`src/rtl/plid_pkg.sv`:
```
// Shared constants, types and codes of the packed index table decompressor.
package plid_pkg;

  // Value store geometry (the depth is a power of two; addresses wrap)
  localparam int TABLE_DEPTH   = 1024;
  localparam int ADDR_W        = $clog2(TABLE_DEPTH);
  localparam int WORD_W        = 64;

  // Index packing
  localparam int MAX_BIT_WIDTH = 7;
  localparam int BYTE_W        = 8;
  localparam int BW_W          = 3;
  localparam int WID_W         = $clog2(MAX_BIT_WIDTH + 1);
  // bits left over after a byte never reach the index width, so the
  // buffer holds at most one width less one plus a fresh byte
  localparam int BUF_W         = MAX_BIT_WIDTH - 1 + BYTE_W;
  localparam int HELD_W        = $clog2(BUF_W + 1);
  localparam int MAX_RESULTS   = 8;
  localparam int RCNT_W        = $clog2(MAX_RESULTS);

  // Channel and tensor bookkeeping
  localparam int CHAN_W        = 8;
  localparam int CCNT_W        = 9;
  localparam int CHAN_LIMIT    = 256;
  localparam int EPC_W         = 16;
  localparam int STRIDE_W      = 10;
  localparam int TOTAL_W       = 24;
  localparam int TADDR_W       = 10;
  localparam int PROD_W        = CHAN_W + STRIDE_W;

  // Configuration port
  localparam int CFG_IDX_W     = 3;
  localparam int CFG_DATA_W    = 24;

  // Queue between front and back
  localparam int QUEUE_DEPTH   = 4;
  localparam int QPTR_W        = $clog2(QUEUE_DEPTH);
  localparam int QCNT_W        = $clog2(QUEUE_DEPTH + 1);

  typedef enum logic {
    CMD_TABLE_WRITE = 1'b0,
    CMD_STREAM_BYTE = 1'b1
  } plid_cmd_e;

  typedef enum logic [CFG_IDX_W-1:0] {
    REG_BIT_WIDTH     = 3'd0,
    REG_CHANNEL_COUNT = 3'd1,
    REG_ELEMS_PER_CH  = 3'd2,
    REG_TABLE_STRIDE  = 3'd3,
    REG_ALT_AXIS      = 3'd4,
    REG_TOTAL_INDICES = 3'd5
  } plid_reg_e;

  typedef struct packed {
    logic [BW_W-1:0]     bit_width;
    logic [CCNT_W-1:0]   channel_count;
    logic [EPC_W-1:0]    elements_per_channel;
    logic [STRIDE_W-1:0] table_stride;
    logic                alternate_axis;
    logic [TOTAL_W-1:0]  total_indices;
  } plid_cfg_t;

  // One queued operation: a store write or a store read that yields a result
  typedef struct packed {
    plid_cmd_e           kind;
    logic [ADDR_W-1:0]   addr;
    logic [WORD_W-1:0]   word;
    logic [CHAN_W-1:0]   chan;
    logic                last_of_byte;
    logic                last_of_tensor;
  } plid_op_t;

  // Queue status seen by the front
  typedef struct packed {
    logic full;
    logic push;
  } plid_qctl_t;

endpackage

```
`src/rtl/plid_queue.sv`:
```
// Short operation queue between the front and back ends.
module plid_queue (
  input  logic                clk_i,
  input  logic                rst_ni,
  input  logic                push_i,
  input  plid_pkg::plid_op_t  push_op_i,
  output logic                full_o,
  input  logic                pop_i,
  output logic                valid_o,
  output plid_pkg::plid_op_t  pop_op_o
);
  import plid_pkg::*;

  plid_op_t            entries_q [QUEUE_DEPTH];
  logic [QPTR_W-1:0]   wr_ptr_q, wr_ptr_d;
  logic [QPTR_W-1:0]   rd_ptr_q, rd_ptr_d;
  logic [QCNT_W-1:0]   count_q, count_d;

  assign full_o   = (count_q == QCNT_W'(QUEUE_DEPTH));
  assign valid_o  = (count_q != '0);
  assign pop_op_o = entries_q[rd_ptr_q];

  // Pointer and fill bookkeeping
  always_comb begin
    wr_ptr_d = wr_ptr_q;
    rd_ptr_d = rd_ptr_q;
    count_d  = count_q;
    if (push_i) begin
      wr_ptr_d = (wr_ptr_q == QPTR_W'(QUEUE_DEPTH - 1)) ? '0 : wr_ptr_q + 1'b1;
    end
    if (pop_i) begin
      rd_ptr_d = (rd_ptr_q == QPTR_W'(QUEUE_DEPTH - 1)) ? '0 : rd_ptr_q + 1'b1;
    end
    if (push_i && !pop_i) begin
      count_d = count_q + 1'b1;
    end else if (pop_i && !push_i) begin
      count_d = count_q - 1'b1;
    end
  end

  always_ff @(posedge clk_i or negedge rst_ni) begin
    if (!rst_ni) begin
      wr_ptr_q <= '0;
      rd_ptr_q <= '0;
      count_q  <= '0;
    end else begin
      wr_ptr_q <= wr_ptr_d;
      rd_ptr_q <= rd_ptr_d;
      count_q  <= count_d;
    end
  end

  // Entry storage
  always_ff @(posedge clk_i) begin
    if (push_i) begin
      entries_q[wr_ptr_q] <= push_op_i;
    end
  end

endmodule

```
`config.mk`:
```
export PLATFORM = sky130hd
export DESIGN_NAME = plid_queue
export DESIGN_NICKNAME = d
export VERILOG_FILES = /design/src/rtl/plid_pkg.sv /design/src/rtl/plid_queue.sv
export SDC_FILE = /design/constraint.sdc
export NUM_CORES = 1
export LEC_CHECK = 0
export ABC_AREA = 1
export BUFFER_PORTS_ARGS = -buffer_cell sky130_fd_sc_hd__clkbuf_2
export CAP_MARGIN = 20
export CORE_MARGIN = 2
export CORE_UTILIZATION = 55
export CTS_BUF_LIST = sky130_fd_sc_hd__clkbuf_2
export DETAILED_ROUTE_END_ITERATION = 7
export PLACE_DENSITY = 0.79
export SLEW_MARGIN = 15
export SYNTH_ARGS = -nofsm -noshare
export SYNTH_HDL_FRONTEND = slang
export SYNTH_SLANG_ARGS = --single-unit
```
`constraint.sdc`:
```
create_clock -name clk_i -period 6.1 [get_ports clk_i]
set_input_delay 0.61 -clock clk_i [delete_from_list [all_inputs] [get_ports clk_i]]
set_output_delay 0.61 -clock clk_i [all_outputs]
set_load 0.005 [all_outputs]
```
After elaboration in Yosys (flattened, before gate mapping) --
Memories as Yosys holds them, arrays and structs flattened. Index checks and enable logic that the tools add are counted. Widths: inputs -> output; s select.
Word-level totals: memories kept 1, bits in writable memories 340, register bits after elaboration 7, word-level logic and storage cells 23, bits of input ports 89
Cells by class: muxes and demuxes 6, eq/ne operators 3, reductions and logical operators 6, $add $sub $neg 4
Memory list:
- entries_q | words 4, bits a word 85, rd ports 1, clocked after memory_dff 0, write ports 1, RTL line plid_queue.sv:14 | plid_op_t entries_q [QUEUE_DEPTH];
Operator list (number):
- $mux 3 | 2
- $add 2x1->2 const B | 2
- $eq 2x2->1 const B | 2
- $mux 2 | 2
- $add 3x1->3 const B | 1
- $eq 3x3->1 const B | 1
- $reduce_bool 3->1 | 1
- $sub 3x1->3 const B | 1
- $logic_and 1x1->1 | 2
- $logic_not 1->1 | 2
- $mux 1 | 2
- $reduce_bool 2->1 | 1

Longest topological paths before layout --
depth in word-level cells 4, gate-level depth with buffers 9, gate-level depth less buffers 9

Least setup slack after synthesis --
No wires, ideal clock.
path type register to register, from reg wr_ptr_q[0], to mem entries_q[2][0] in the netlist's numbering (enable), stages on the path, launching flop included 5, buffers on the path 0, required time 5.661 ns, clock period less this slack 2.744 ns, data arrival time 2.305 ns, path slack 3.356 ns, cells stage by stage dfrtp_1 -> inv_1 -> ha_1 -> nand2_1 -> inv_1
RTL lines:
- from (decl) | RTL line plid_queue.sv:15 | logic [QPTR_W-1:0] wr_ptr_q, wr_ptr_d;
- from (signal assigned) | RTL line plid_queue.sv:47 | wr_ptr_q <= wr_ptr_d;
- to (decl) | RTL line plid_queue.sv:14
Straight into the memory's write port.

==> summary.txt <==
Yosys
  • Synthesized net count: 1,141
  • Synth area leader: edfxtp_1
  • Number of unique standard cell types used by synthesis: 19
  • Post-synthesis sequential area ratio: 0.7500
  • Post-synthesis cell area: 13,850 µm²
  • Top post-synthesis cells by area: edfxtp_1 74%, o211ai_1 9.2%, nand2_1 7.4%
  • Post-Synthesis Cells: 1,045
  • YS warnings: 0
  • Synthesized flop and latch total: 347
  • Share of the synthesized area in the top cell type: 0.7374
  • Syn avg cell area: 13.25 µm²

Floorplanning
  • Die Ht: 162.7 µm
  • Die ar.: 26,460 µm²
  • Boundary Pins: 176
  • DIE WIDTH: 162.7 µm
  • Core ar.: 24,960 µm²
  • Starting Density: 0.5546
  • Number of core rows: 58

Layout
  • Most frequent cells in the layout: 340 x edfxtp_1, 298 x clkbuf_2, 272 x nand2_1, 177 x inv_1, 170 x o211ai_1
  • Finished Cell Area: 16,540 µm²
  • Layout filler cell count: 1,769
  • Fin nets: 1,441
  • Layout Utilization: 0.6625
  • Area growth, synth to finish: 19.46%
  • Most common library cell in the layout ignoring fill and taps: edfxtp_1
  • Layout cell share with drive strength beyond 1: 0.2302
  • Finished Layout Cells: 1,743

Global route
  • M2 GR Usage: 0.3868
  • Grt total ovfl: 0
  • GR Util met3: 0.06035
  • First-pass GRT wire length: 43,280 µm
  • Met1 Track Usage GR: 0.2356
  • Largest net degree at the start of global routing: 185
  • Initial antenna violation count: 1
  • GRT Total Usage: 0.2133
  • Most used routing layer: met2
  • Vias in the first global route: 8,976

Timing
  • Max_slew headroom: 0.4328
  • Post-layout min period: 3.696 ns
  • Setup violations, final: 0
  • Final Hold Viols: 0
  • Setup TNS: 0 ns
  • Slew Limit Fails: 0
  • Final period util: 0.6059
  • Fmax: 270.5 MHz
  • Setup Skew: 0.03847 ns
  • Unrepaired setup endpoints after global routing: false
  • Least-Margin Pin Slew: 0.8509 ns

Pwr
  • Clock power share: 0.217
  • Max rail drop VDD: 0.2506 mV
  • Net switching power figure: 2.358 mW
  • Total power: 6.728 mW
  • Sw Share: 0.3505
  • Logic pwr share: 0.310
  • P_leak: 6.956 nW
  • Sequential power share: 0.473
  • Int Pwr: 4.370 mW
  • Power Dens Cells: 406.8 nW/µm²

Worst setup path
  • Crit path max-delay cell type: buf_12
  • Top Family by Delay on Critical Path: buffers and inverters
  • Crit path DAT: 3.09 ns
  • Crit-path cells: inv_8 > buf_12 > nand2_1 > o211ai_1 > nand2_1 > clkbuf_2
  • Crit path largest cell delay: 0.57 ns
  • Crit path kind: reg -> out
  • CP endpoint kind: output port
  • Most common cell on crit path: nand2_1
  • CP startpoint kind: register
  • CP Max Fanout: 184
  • CP Buf/Inv Count: 3
  • Worst Path Required: 5.49 ns

Placement
  • GP Congestion: 0.7528
  • DP Wirelength: 14,730 µm
  • Port Buffers: 175
  • Placed cells: 1,502
  • Placed cell areas: 14,900 µm²

Worst hold path
  • HP Class: in -> reg

Clock tree
  • CTS Buf Count: 84
  • Max Root-Sink Buffers: 3
  • H-Tree Depth: 3
  • CTS tree: done
  • Clk pin slew, worst setup/hold paths: 0.10 ns
  • Clock latency at the later pin of the worst-skew pair: 0.84 ns
  • CTS sink count: 347
  • Root buffer cell: clkbuf_2

Routing
  • Drc violations: 0
  • Vias: 8,873
  • Wirelength per Cell: 15.93 µm
  • Iter 0 DRT Violations: 485
  • DRT Pass-1 Iters: 5
  • Routed wire length: 27,760 µm
  • Routed vias/inst: 5.091
  • Final ANT Viol Nets: 0

Status
  • Run status: completed

Flow run
  • Maxcap violations: 0
==> per-stage QoR <==
| step | setup WS (ns) | hold slack (ns) |
|---|---|---|
| floorplan | 3.356 | 0.3144 |
| global placement | 3.342 | 0.4606 |
| detailed placement | 3.272 | 0.4582 |
| CTS | 2.304 | 0.01687 |
| global route | 2.063 | 0.04013 |
| finish | 2.404 | 0.1274 |
==> synthesized netlist by cell type <==
cell type  instances
nor2_1             2
o21ai_1            2
nand4_1            1
nand2_1          272
ha_1               6
buf_2             29
dfrtp_1            7
xnor2_1            1
buf_6              3
o211ai_1         170
o21ai_0            2
edfxtp_1         340
buf_4             16
inv_1            181
inv_2              2
nand3_1            1
fa_1               1
clkbuf_1           8
nor3_1             1
==> final timing paths <==
path	slack (ns)	start	cells past startpoint	to
max reg2reg	3.70	wr_ptr_q[0]	5	entries_q[0][58]
max in group asynchronous	5.72	rst_ni	2	rd_ptr_q[1]
min	0.13	push_i	2	wr_ptr_q[0]
min reg2reg	0.48	count_q[2]	2	count_q[2]
max	2.40	rd_ptr_q[0]	6	pop_op_o[44]
min in group asynchronous	0.18	rst_ni	2	wr_ptr_q[1]
==> logic make-up after synthesis <==
family / synth area share
compound gates: 0.09362
buf+inv: 0.07338
xor+xnor: 0.0006327
fa+ha+maj: 0.006868
flops: 0.7500
simple gates: 0.07546
==> state kept, by name, indices dropped and copies added, names as in the netlist <==
name and count:
rd_ptr_q 2, wr_ptr_q 2, entries_q 340, count_q 3
==> area by class of cell <==
type	instances	area, µm²	share of cell area
Antenna cell	1	2.502	0.0001513
Clock inverter	30	150.1	0.009078
Sequential cell	347	10390	0.6281
Inverter	183	705.7	0.04267
Clock buffer	123	615.6	0.03722
Tap cell	330	412.9	0.02496
Timing Repair Buffer	270	1819	0.1100
Multi-Input combinational cell	459	2445	0.1478
==> metal layers <==
| metal | up-vias | wire length, µm |
|---|---|---|
| met5 | - | 0 |
| met4 | 0 | 637 |
| met3 | 59 | 1833 |
| met2 | 293 | 14730 |
| met1 | 4209 | 10560 |
| li1 | 4312 | - |
==> repair_timing <==
| item | in CTS | in global routing |
|---|---|---|
| hold buffers | 87 | 0 |
| resized for setup | 0 | 0 |
| endpoints found under the hold margin | 349 | 0 |
| setup endpoints to repair | 0 | 0 |
| setup buffers | 0 | 0 |
==> power by group through the flow <==
stage | Sequential, mW | Combinational, mW | Clock, mW
floorplan | 3.20 | 1.34 | 0
global placement | 3.22 | 1.99 | 0
detailed placement | 3.24 | 2.05 | 0
CTS | 3.18 | 2.11 | 1.50
global route | 3.22 | 2.34 | 1.62
finish | 3.18 | 2.09 | 1.46
Power figures use the tool's default switching activity.
